[src/hdl/cdd_pkg.sv]
// Shared types, constants and calendar tables for the date difference block.
// No dependencies; imported by every module of the block.
package cdd_pkg;

    localparam int unsigned MAX_YEAR = 9999;

    localparam int unsigned DAY_W   = 5;
    localparam int unsigned MONTH_W = 4;
    localparam int unsigned YEAR_W  = 14;
    localparam int unsigned DN_W    = 23;
    localparam int unsigned DIFF_W  = 23;
    localparam int unsigned DBM_W   = 9;

    // floor(x / 100) == (x * RECIP_100) >> RECIP_SHIFT for every x below 2**14
    localparam int unsigned RECIP_100   = 5243;
    localparam int unsigned RECIP_SHIFT = 19;

    localparam logic signed [DIFF_W:0] DIFF_MAX = 24'sd4194303;
    localparam logic signed [DIFF_W:0] DIFF_MIN = -24'sd4194304;

    typedef enum logic [1:0] {
        ST_OK             = 2'd0,
        ST_FIRST_INVALID  = 2'd1,
        ST_SECOND_INVALID = 2'd2,
        ST_SECOND_EARLIER = 2'd3
    } status_t;

    // Load enables of the three lane stages
    typedef struct packed {
        logic s1;
        logic s2;
        logic s3;
    } cdd_stage_en_t;

    localparam logic [MONTH_W-1:0] M_JAN = 4'd1;
    localparam logic [MONTH_W-1:0] M_FEB = 4'd2;
    localparam logic [MONTH_W-1:0] M_DEC = 4'd12;

    function automatic logic [DAY_W-1:0] month_length(input logic [MONTH_W-1:0] m,
                                                      input logic leap);
        logic [DAY_W-1:0] len;
        unique case (m)
            4'd1, 4'd3, 4'd5, 4'd7, 4'd8, 4'd10, 4'd12: len = 5'd31;
            4'd4, 4'd6, 4'd9, 4'd11:                     len = 5'd30;
            4'd2:                                        len = leap ? 5'd29 : 5'd28;
            default:                                     len = 5'd0;
        endcase
        return len;
    endfunction

    function automatic logic [DBM_W-1:0] days_before_month(input logic [MONTH_W-1:0] m);
        logic [DBM_W-1:0] n;
        unique case (m)
            4'd1:    n = 9'd0;
            4'd2:    n = 9'd31;
            4'd3:    n = 9'd59;
            4'd4:    n = 9'd90;
            4'd5:    n = 9'd120;
            4'd6:    n = 9'd151;
            4'd7:    n = 9'd181;
            4'd8:    n = 9'd212;
            4'd9:    n = 9'd243;
            4'd10:   n = 9'd273;
            4'd11:   n = 9'd304;
            4'd12:   n = 9'd334;
            default: n = 9'd0;
        endcase
        return n;
    endfunction

endpackage

[src/hdl/cdd_day_number.sv]
// One date lane: checks a date and forms its day number over three stages.
// Depends on cdd_pkg.
module cdd_day_number (
    input  logic                           clk,
    input  cdd_pkg::cdd_stage_en_t         en,
    input  logic [cdd_pkg::DAY_W-1:0]      day,
    input  logic [cdd_pkg::MONTH_W-1:0]    month,
    input  logic [cdd_pkg::YEAR_W-1:0]     year,
    output logic [cdd_pkg::DN_W-1:0]       day_number,
    output logic                           date_ok
);
    import cdd_pkg::*;

    localparam int unsigned PY_W = YEAR_W + 13;
    localparam int unsigned P4_W = YEAR_W - 2 + 13;

    // stage 1: reciprocal multiplies for the divisions by 100 and 400
    logic [YEAR_W-1:0]  p_next;
    logic [PY_W-1:0]    prod_y;
    logic [PY_W-1:0]    prod_p;
    logic [P4_W-1:0]    prod_p4;
    logic [DAY_W-1:0]   d1_reg;
    logic [MONTH_W-1:0] m1_reg;
    logic [YEAR_W-1:0]  y1_reg;
    logic [YEAR_W-1:0]  p1_reg;
    logic [7:0]         qy_reg;
    logic [7:0]         qp100_reg;
    logic [5:0]         qp400_reg;
    logic               mok_reg;
    logic               yok_reg;

    assign p_next  = year - YEAR_W'(1);
    assign prod_y  = PY_W'(year) * PY_W'(RECIP_100);
    assign prod_p  = PY_W'(p_next) * PY_W'(RECIP_100);
    assign prod_p4 = P4_W'(p_next[YEAR_W-1:2]) * P4_W'(RECIP_100);

    always_ff @(posedge clk)
    begin
        if (en.s1)
        begin
            d1_reg    <= day;
            m1_reg    <= month;
            y1_reg    <= year;
            p1_reg    <= p_next;
            qy_reg    <= prod_y[RECIP_SHIFT +: 8];
            qp100_reg <= prod_p[RECIP_SHIFT +: 8];
            qp400_reg <= prod_p4[RECIP_SHIFT +: 6];
            mok_reg   <= (month >= M_JAN) && (month <= M_DEC);
            yok_reg   <= (year != '0) && (year <= YEAR_W'(MAX_YEAR));
        end
    end

    // stage 2: leap rule, validity, year part of the day number
    logic [YEAR_W:0]    hundred;
    logic               div100;
    logic               leap;
    logic [DAY_W-1:0]   len;
    logic [DN_W-1:0]    partial_next;
    logic [DBM_W-1:0]   extra_next;
    logic [DN_W-1:0]    partial_reg;
    logic [DBM_W-1:0]   extra_reg;
    logic [DAY_W-1:0]   d2_reg;
    logic               ok2_reg;

    assign hundred = (YEAR_W+1)'(qy_reg) * (YEAR_W+1)'(100);
    assign div100  = ({1'b0, y1_reg} == hundred);
    assign leap    = (y1_reg[1:0] == 2'b00) && (!div100 || (qy_reg[1:0] == 2'b00));
    assign len     = month_length(m1_reg, leap);

    assign partial_next = DN_W'(p1_reg) * DN_W'(365) + DN_W'(p1_reg[YEAR_W-1:2])
                        - DN_W'(qp100_reg) + DN_W'(qp400_reg);
    assign extra_next   = days_before_month(m1_reg)
                        + DBM_W'((m1_reg > M_FEB) && leap);

    always_ff @(posedge clk)
    begin
        if (en.s2)
        begin
            partial_reg <= partial_next;
            extra_reg   <= extra_next;
            d2_reg      <= d1_reg;
            ok2_reg     <= mok_reg && yok_reg && (d1_reg != '0) && (d1_reg <= len);
        end
    end

    // stage 3: add month offset and day
    logic [DN_W-1:0] dn_reg;
    logic            ok3_reg;

    always_ff @(posedge clk)
    begin
        if (en.s3)
        begin
            dn_reg  <= partial_reg + DN_W'(extra_reg) + DN_W'(d2_reg);
            ok3_reg <= ok2_reg;
        end
    end

    assign day_number = dn_reg;
    assign date_ok    = ok3_reg;

endmodule

[src/hdl/calendar_date_difference.sv]
// Top level of the calendar date difference block: two date lanes and the result stage.
// Depends on cdd_pkg and cdd_day_number.
// An accepted request passes the lane stages and the result stage on its way to the master side.
// Throughput: one request per cycle while the output is not stalled; each stage loads when it is empty or its
// successor loads, so bubbles close up and a stalled output holds only the tail.
// Reset (rst_n low, asynchronous) clears the four stage valid bits; data registers
// keep whatever they hold.
module calendar_date_difference (
    input  logic        clk,
    input  logic        rst_n,
    input  logic        s_axis_tvalid,
    output logic        s_axis_tready,
    // [4:0] day_first, [8:5] month_first, [22:9] year_first,
    // [27:23] day_second, [31:28] month_second, [45:32] year_second, [47:46] zero
    input  logic [47:0] s_axis_tdata,
    output logic        m_axis_tvalid,
    input  logic        m_axis_tready,
    // [1:0] status, [24:2] day_difference (signed), [31:25] zero
    output logic [31:0] m_axis_tdata
);
    import cdd_pkg::*;

    // Unpack the request
    logic [DAY_W-1:0]   day_first;
    logic [MONTH_W-1:0] month_first;
    logic [YEAR_W-1:0]  year_first;
    logic [DAY_W-1:0]   day_second;
    logic [MONTH_W-1:0] month_second;
    logic [YEAR_W-1:0]  year_second;

    assign day_first    = s_axis_tdata[4:0];
    assign month_first  = s_axis_tdata[8:5];
    assign year_first   = s_axis_tdata[22:9];
    assign day_second   = s_axis_tdata[27:23];
    assign month_second = s_axis_tdata[31:28];
    assign year_second  = s_axis_tdata[45:32];

    // Stage valid bits and load enables; a stage loads when it is empty
    // or its content moves on in the same cycle.
    logic          v1_reg, v2_reg, v3_reg, v4_reg;
    logic          en4;
    cdd_stage_en_t en;

    assign en4   = !v4_reg || m_axis_tready;
    assign en.s3 = !v3_reg || en4;
    assign en.s2 = !v2_reg || en.s3;
    assign en.s1 = !v1_reg || en.s2;

    assign s_axis_tready = en.s1;

    always_ff @(posedge clk or negedge rst_n)
    begin
        if (!rst_n)
        begin
            v1_reg <= 1'b0;
            v2_reg <= 1'b0;
            v3_reg <= 1'b0;
            v4_reg <= 1'b0;
        end
        else
        begin
            if (en.s1)
            begin
                v1_reg <= s_axis_tvalid;
            end
            if (en.s2)
            begin
                v2_reg <= v1_reg;
            end
            if (en.s3)
            begin
                v3_reg <= v2_reg;
            end
            if (en4)
            begin
                v4_reg <= v3_reg;
            end
        end
    end

    // Day numbers of both dates, three stages each
    logic [DN_W-1:0] dn_first;
    logic [DN_W-1:0] dn_second;
    logic            ok_first;
    logic            ok_second;

    cdd_day_number u_first (
        .clk        (clk),
        .en         (en),
        .day        (day_first),
        .month      (month_first),
        .year       (year_first),
        .day_number (dn_first),
        .date_ok    (ok_first)
    );

    cdd_day_number u_second (
        .clk        (clk),
        .en         (en),
        .day        (day_second),
        .month      (month_second),
        .year       (year_second),
        .day_number (dn_second),
        .date_ok    (ok_second)
    );

    // Stage 4: subtract, pick the status, clamp to the output width
    logic signed [DIFF_W:0]   diff_full;
    logic signed [DIFF_W:0]   diff_sat;
    logic        [DIFF_W-1:0] diff_next;
    status_t                  status_next;
    status_t                  status_reg;
    logic        [DIFF_W-1:0] diff_reg;

    assign diff_full = $signed({1'b0, dn_second}) - $signed({1'b0, dn_first});

    always_comb
    begin
        priority if (diff_full > DIFF_MAX)
        begin
            diff_sat = DIFF_MAX;
        end
        else if (diff_full < DIFF_MIN)
        begin
            diff_sat = DIFF_MIN;
        end
        else
        begin
            diff_sat = diff_full;
        end
    end

    // The first date is checked first; any invalid date zeroes the difference.
    always_comb
    begin
        priority if (!ok_first)
        begin
            status_next = ST_FIRST_INVALID;
            diff_next   = '0;
        end
        else if (!ok_second)
        begin
            status_next = ST_SECOND_INVALID;
            diff_next   = '0;
        end
        else
        begin
            status_next = diff_full[DIFF_W] ? ST_SECOND_EARLIER : ST_OK;
            diff_next   = diff_sat[DIFF_W-1:0];
        end
    end

    always_ff @(posedge clk)
    begin
        if (en4)
        begin
            status_reg <= status_next;
            diff_reg   <= diff_next;
        end
    end

    assign m_axis_tvalid = v4_reg;
    assign m_axis_tdata  = {7'b0, diff_reg, status_reg};

endmodule

[config.mk]
export PLATFORM = sky130hd
export DESIGN_NAME = calendar_date_difference
export DESIGN_NICKNAME = d
export VERILOG_FILES = /design/src/hdl/cdd_pkg.sv /design/src/hdl/cdd_day_number.sv /design/src/hdl/calendar_date_difference.sv
export SDC_FILE = /design/constraint.sdc
export NUM_CORES = 2
export LEC_CHECK = 0
export BUFFER_PORTS_ARGS = -buffer_cell sky130_fd_sc_hd__clkbuf_2
export CORE_UTILIZATION = 66
export DETAILED_ROUTE_END_ITERATION = 8
export GPL_TIMING_DRIVEN = 0
export PLACE_DENSITY_LB_ADDON = 0.08
export SYNTH_ARGS = -nofsm -noshare
export SYNTH_HDL_FRONTEND = slang
export SYNTH_SLANG_ARGS = --single-unit
export TNS_END_PERCENT = 20
[constraint.sdc]
create_clock -name clk -period 6.81 [get_ports clk]
set_clock_uncertainty 0.15 [all_clocks]
set_input_delay 0.681 -clock clk [delete_from_list [all_inputs] [get_ports clk]]
set_output_delay 0.681 -clock clk [all_outputs]
set_load 0.01 [all_outputs]
## Word-level counts from Yosys, hierarchy flattened

Memory sizes are Yosys's and may differ from the RTL's. A register that Yosys moved wholly into a read port is not among the register bits.
Index checks and enable logic that the tools add are counted.

| storage, ports and cells | value |
|---|---|
| register bits after elaboration | 275 |
| bits in read-only memories | 288 |
| input bits | 52 |
| logic and storage cells | 154 |
| memories | 2 |

| cells by class | value |
|---|---|
| $add $sub $neg | 15 |
| multiply operators | 10 |
| order comparisons | 12 |
| eq/ne operators | 26 |
| multiplexer cells | 10 |
| bitwise logic cells | 2 |
| reductions and logical operators | 40 |

Memories:

| memory | depth | bits a word | rd ports | clocked after Yosys merged registers in | write ports | RTL line | source |
|---|---|---|---|---|---|---|---|
| (name not given) | 16 | 9 | 1 | 1 | 0 | cdd_pkg.sv:53 | `unique case (m)` |
| (name not given) | 16 | 9 | 1 | 1 | 0 | cdd_pkg.sv:53 |  |

Operators with widths:

| cell | count |
|---|---|
| multiplier 14 x 13 -> 27 bit (second input constant) | 4 |
| multiplier 12 x 13 -> 25 bit (second input constant) | 2 |
| adder 23 x 12 -> 23 bit | 2 |
| adder 23 x 5 -> 23 bit | 2 |
| adder 23 x 6 -> 23 bit | 2 |
| adder 23 x 9 -> 23 bit | 2 |
| multiplier 14 x 9 -> 23 bit (second input constant) | 2 |
| subtractor 23 x 8 -> 23 bit | 2 |
| equality test 4 bit (second input constant) | 10 |
| equality test 4 x 3 -> 1 bit (second input constant) | 8 |
| equality test 14 x 15 -> 1 bit | 2 |
| case mux 5 bit (3 select lines) | 2 |
| <= comparator 14 bit (second input constant) | 2 |
| nonzero test 14 bit | 2 |
| subtractor 14 x 1 -> 14 bit (second input constant) | 2 |
| multiplier 8 x 5 -> 13 bit (second input constant) | 2 |
| > comparator 24 x 23 -> 1 bit (second input constant) | 1 |
| < comparator 24 x 23 -> 1 bit (second input constant) | 1 |
| subtractor 23 x 23 -> 24 bit | 1 |
| two-way mux 23 bit | 1 |
| two-way mux 22 bit | 1 |
| adder 9 x 1 -> 9 bit | 2 |
| equality test 4 x 2 -> 1 bit (second input constant) | 4 |
| logical AND 1 bit | 14 |
| 17 further kinds | 42 |

## Depth between registers and ports, before layout

| logic depth | value |
|---|---|
| depth in word-level cells | 9 |
| mapped depth | 29 |
| mapped depth without buffers | 29 |

## Modules after synthesis

A second synthesis with hierarchy kept.

| second synthesis, totals | value |
|---|---|
| cell total of the unflattened synthesis | 3967 |
| area total of the unflattened synthesis | 41512.3 um2 |

By module, submodules not included:

| module | instances | cells an instance | area an instance (um2) | seq. area each (um2) |
|---|---|---|---|---|
| cdd_day_number (u_second) | 1 | 1832 | 19442.4 | 3873.7 |
| cdd_day_number (u_first) | 1 | 1825 | 19422.4 | 3873.7 |
| calendar_date_difference | 1 | 310 | 2647.5 | 850.8 |

## Worst setup path before layout

OpenSTA, ideal clock, no wires.

| timing | value |
|---|---|
| kind | input port to flip-flop |
| start | input s_axis_tdata[33] |
| end | register u_second.qp400_reg[5], data pin |
| library setup time | 0.264 ns |
| arrival time | 7.177 ns |
| required time | 6.396 ns |
| path slack | -0.781 ns |
| cell stages on the path | 26 |
| buffers on the path | 0 |
| cells stage by stage | inv_1 ha_1 o21ai_0 a21bo_2 a21boi_0 o21ai_0 xnor2_1 inv_1 ha_1 inv_1 fa_1 inv_1 fa_1 inv_1 fa_1 fa_1 inv_1 ha_1 a21o_1 a21oi_1 o21ai_1 a2111oi_2 nor3_1 a2111oi_4 o21ai_1 xnor2_1 |

| on the way | value |
|---|---|
| longest elaborated chain between the ends | 2 |

RTL lines:

| what | RTL line | source |
|---|---|---|
| start, declared | calendar_date_difference.sv:15 | `input logic [47:0] s_axis_tdata,` |
| subtractor 14 x 1 -> 14 bit | cdd_day_number.sv:32 | `assign p_next = year - YEAR_W'(1);` |
| net u_second.p_next[10] | cdd_day_number.sv:18 | `logic [YEAR_W-1:0] p_next;` |
| multiplier 12 x 13 -> 25 bit | cdd_day_number.sv:35 | `assign prod_p4 = P4_W'(p_next[YEAR_W-1:2]) * P4_W'(RECIP_100);` |
| net u_second.prod_p4[24] | cdd_day_number.sv:21 | `logic [P4_W-1:0] prod_p4;` |
| end signal, assigned | cdd_day_number.sv:47 | `qp400_reg <= prod_p4[RECIP_SHIFT +: 6];` |
| end, declared | cdd_day_number.sv:28 | `logic [5:0] qp400_reg;` |

The timed path passes the listed nets, and every way through them passes these cells.
A chain may end at the register's enable or synchronous reset.

## Worst setup path in the final report

| timing | value |
|---|---|
| start | input s_axis_tdata[34] |
| end | register u_second.qp100_reg[4], data pin |

| on the way | value |
|---|---|
| longest elaborated chain between the ends | 2 |

RTL lines:

| what | RTL line | source |
|---|---|---|
| subtractor 14 x 1 -> 14 bit | cdd_day_number.sv:32 |  |
| net u_second.p_next[9] | cdd_day_number.sv:18 |  |
| multiplier 14 x 13 -> 27 bit | cdd_day_number.sv:34 | `assign prod_p = PY_W'(p_next) * PY_W'(RECIP_100);` |
| net u_second.prod_p[23] | cdd_day_number.sv:20 | `logic [PY_W-1:0] prod_p;` |
| end signal, assigned | cdd_day_number.sv:46 | `qp100_reg <= prod_p[RECIP_SHIFT +: 8];` |
| end, declared | cdd_day_number.sv:27 | `logic [7:0] qp100_reg;` |

The timed path passes the listed nets, and every way through them passes these cells.

==> results.yml <==
timing:
  period_share: 0.984
  max_freq_mhz: 149
  hold_violations: 0
  fin_crit_ps: 6700
  tightestPinTransition_ps: 1240
  holdWs_ps: 132
  setup_viol: 0
  rsz0062_at_grt: "yes"
  slew_violations: 0
  slew-limit-headroom: 0.171
logic_synthesis:
  synthTopCellsByArea: "ha_1 (27%), fa_1 (25%), edfxtp_1 (20%), inv_1 (9.6%), xnor2_1 (3.3%)"
  syn_avg_cell_area_sq_um: 10.6
  ys_async_sr_fraction: 0.0137
  synthesis.area_sq_mm: 0.0407
  syn_inst: 3829
  synth_top_cell_area_share: 0.265
  synth_ff_type: "edfxtp_1"
  synth_top_area_cell: "ha_1"
  synth-seq-area-share: 0.211
  synth_seq_cells: 293
  synth_edf_count: 271
  synth.distinct_cells: 82
  yosys_warnings: 0
cts:
  cts_buffer_depth: 3
  numCtsBuffers: 31
  numClockSinks: 293
  clkLatencyLatePin_ps: 580
  cts_root_buffer: "clkbuf_16"
  tritoncts: "built"
  htreeDepth: 1
  clkTransAtPathRegs_ps: 60
drt:
  viasPerCell: 5.38
  wire_per_inst_um: 16.5
  num_vias: 26100
  dr.pass1.iters: 5
  totalWireLength_um: 79800
  antenna_left: 0
  drt_iter0_drc: 1171
  drc: 0
worst_setup_path:
  worstPathArrival_ps: 6860
  rr_worst_depth: 18
  worstSetupPathType: "in -> reg"
  required_ps: 6970
  cp_max_fo: 8
  startpoint_type: "input pin"
  cp-end-kind: "flop"
finish:
  multi_input_area_sq_mm: 0.0289
  final_util: 0.737
  fillCellCount: 4252
  layout.cells.non_filler: 4848
  syn2layout_area_growth_pct: 9.86
  nNetsFinal: 5462
  seq_area_sq_mm: 0.00860
  drive_above_1_share: 0.0893
worst_hold_path:
  min_path_cells: 1
  hold_class: "in -> reg"
placed_design:
  dp.cells: 4699
  io_buffer_count: 76
  dp_hpwl_um: 66300
  gp_congestion: 0.910
grt:
  grt_pass1_vias: 27600
  grt_pass1_wl_um: 134000
  antenna_found_initial: 9
  grt_overflow: 0
  grt_max_degree: 67
  grt_usage: 0.266
floorplan:
  ios: 86
  start_util: 0.671
  dieWidth_um: 250
  rows: 90
  die-area_sq_mm: 0.0627
  die-height_um: 250
  core_sq_mm: 0.0607
run_status:
  status: "completed"
flow_run:
  drv_cap: 0
## cell families (layout without fill, tap and decap cells)
group,after synthesis,count (layout),synth area share
other,1,9,0.0000920
XOR/XNOR,224,224,0.0482
adder cells (fa/ha/maj),1370,1370,0.514
buffers and inverters,1054,1283,0.0983
AND/OR/NAND/NOR,402,402,0.0484
multiplexers,14,14,0.00359
flip-flops,293,293,0.211
AO/OA/AOI/OAI,471,471,0.0763
## final timing paths
check,end,from,slack [ps]
hold / removal,u_first.d1_reg[3],s_axis_tdata[3],130
setup / recovery,u_second.qp100_reg[4],s_axis_tdata[34],110
hold reg to reg,u_first.date_ok,u_first.ok2_reg,280
max in group asynchronous,m_axis_tvalid,rst_n,6060
min in group asynchronous,v1_reg,rst_n,310
setup reg to reg,u_first.partial_reg[22],u_first.p1_reg[5],1200
## final cells by class
type,count,area share
Clock inverter,22,0.00344
Sequential cell,293,0.192
Tap cell,782,0.0219
Clock buffer,35,0.0179
Antenna cell,2,0.000112
Inverter,1039,0.0885
Buffer,15,0.00240
Timing Repair Buffer,172,0.0286
Multi-Input combinational cell,2488,0.645
## through the flow
| step | instance area [sq um] | worst slack (ps) | setup TNS (ps) |
|---|---|---|---|
| finish | 44800 | 108 | 0 |
| global route | 44800 | -119 | -560 |
| CTS | 44100 | -46.4 | -48.2 |
| detailed placement | 42500 | -1710 | -35840 |
| global placement | 42300 | -2420 | -107340 |
| floorplan | 41000 | -60.4 | -131 |
## what timing repair did
action                                 in CTS  in global routing
endpoints found under the hold margin       4                  0
hold buffers                                1                  0
pin swaps                                  28                 39
cloned                                      0                  0
setup endpoints to repair                  28                 20
setup buffers                              49                 40
resized for setup                          55                 86
## worst max-delay path: stages
cell	delay (ps)
buf_12	110
clkinvlp_4	160
buf_4	180
ha_1	170
a21boi_2	170
o211ai_1	220
buf_4	220
a21oi_4	80
buf_6	140
xnor2_4	200
inv_4	50
buf_4	140
nor2_2	200
fa_1	490
fa_1	520
inv_1	60
fa_1	490
fa_1	500
inv_1	40
ha_1	280
a2111o_1	430
a2111oi_4	310
o21ai_2	130
a221oi_4	340
and2b_1	230
o21ai_0	190
a21oi_1	110
## routing by layer
layer	routed length, um	vias to the layer above	GRT usage	part of all wire
met5	91	-	0	0.0011
met4	1910	16	0.0668	0.024
met3	3410	126	0.0349	0.043
met2	38700	412	0.453	0.48
met1	35700	12700	0.360	0.45
li1	-	12800	-	-
## synth_stat cells, types with 31 or more instances
| cell | instances |
|---|---|
| nor2_1 | 100 |
| a21o_1 | 49 |
| xnor2_1 | 152 |
| o21ai_0 | 98 |
| inv_1 | 1038 |
| ha_1 | 863 |
| fa_1 | 507 |
| nand2_1 | 110 |
| a21oi_1 | 127 |
| edfxtp_1 | 271 |
| nor3_1 | 31 |
| xor2_1 | 72 |
## cell usage in the layout (no fill, tap or decap), drive strengths merged, types with 6 or more instances in the layout
cell type / synthesis / final
inv: 1038 / 1027
ha: 863 / 863
fa: 507 / 507
edfxtp: 271 / 271
xnor2: 152 / 152
a21oi: 128 / 128
buf: 12 / 120
nand2: 110 / 110
o21ai: 109 / 109
clkbuf: 3 / 101
nor2: 100 / 100
xor2: 72 / 72
a21o: 49 / 49
nor3: 31 / 31
nand3: 30 / 30
o31ai: 25 / 25
and3: 24 / 24
a211oi: 24 / 24
o21a: 23 / 23
a21boi: 20 / 20
nand4: 19 / 19
dfxtp: 18 / 18
nand2b: 18 / 18
clkinv: 1 / 17
clkinvlp: 0 / 16
o211ai: 15 / 15
nor2b: 14 / 14
or2: 14 / 14
a31oi: 12 / 12
nor4: 12 / 12
a2111oi: 12 / 12
o21bai: 10 / 10
mux2i: 9 / 9
and2: 8 / 8
o41ai: 7 / 7
conb: 1 / 7
a211o: 6 / 6
and4: 6 / 6
Power is not shown: default switching activity piles up to over one toggle a cycle in this logic, so the estimate is an artifact.
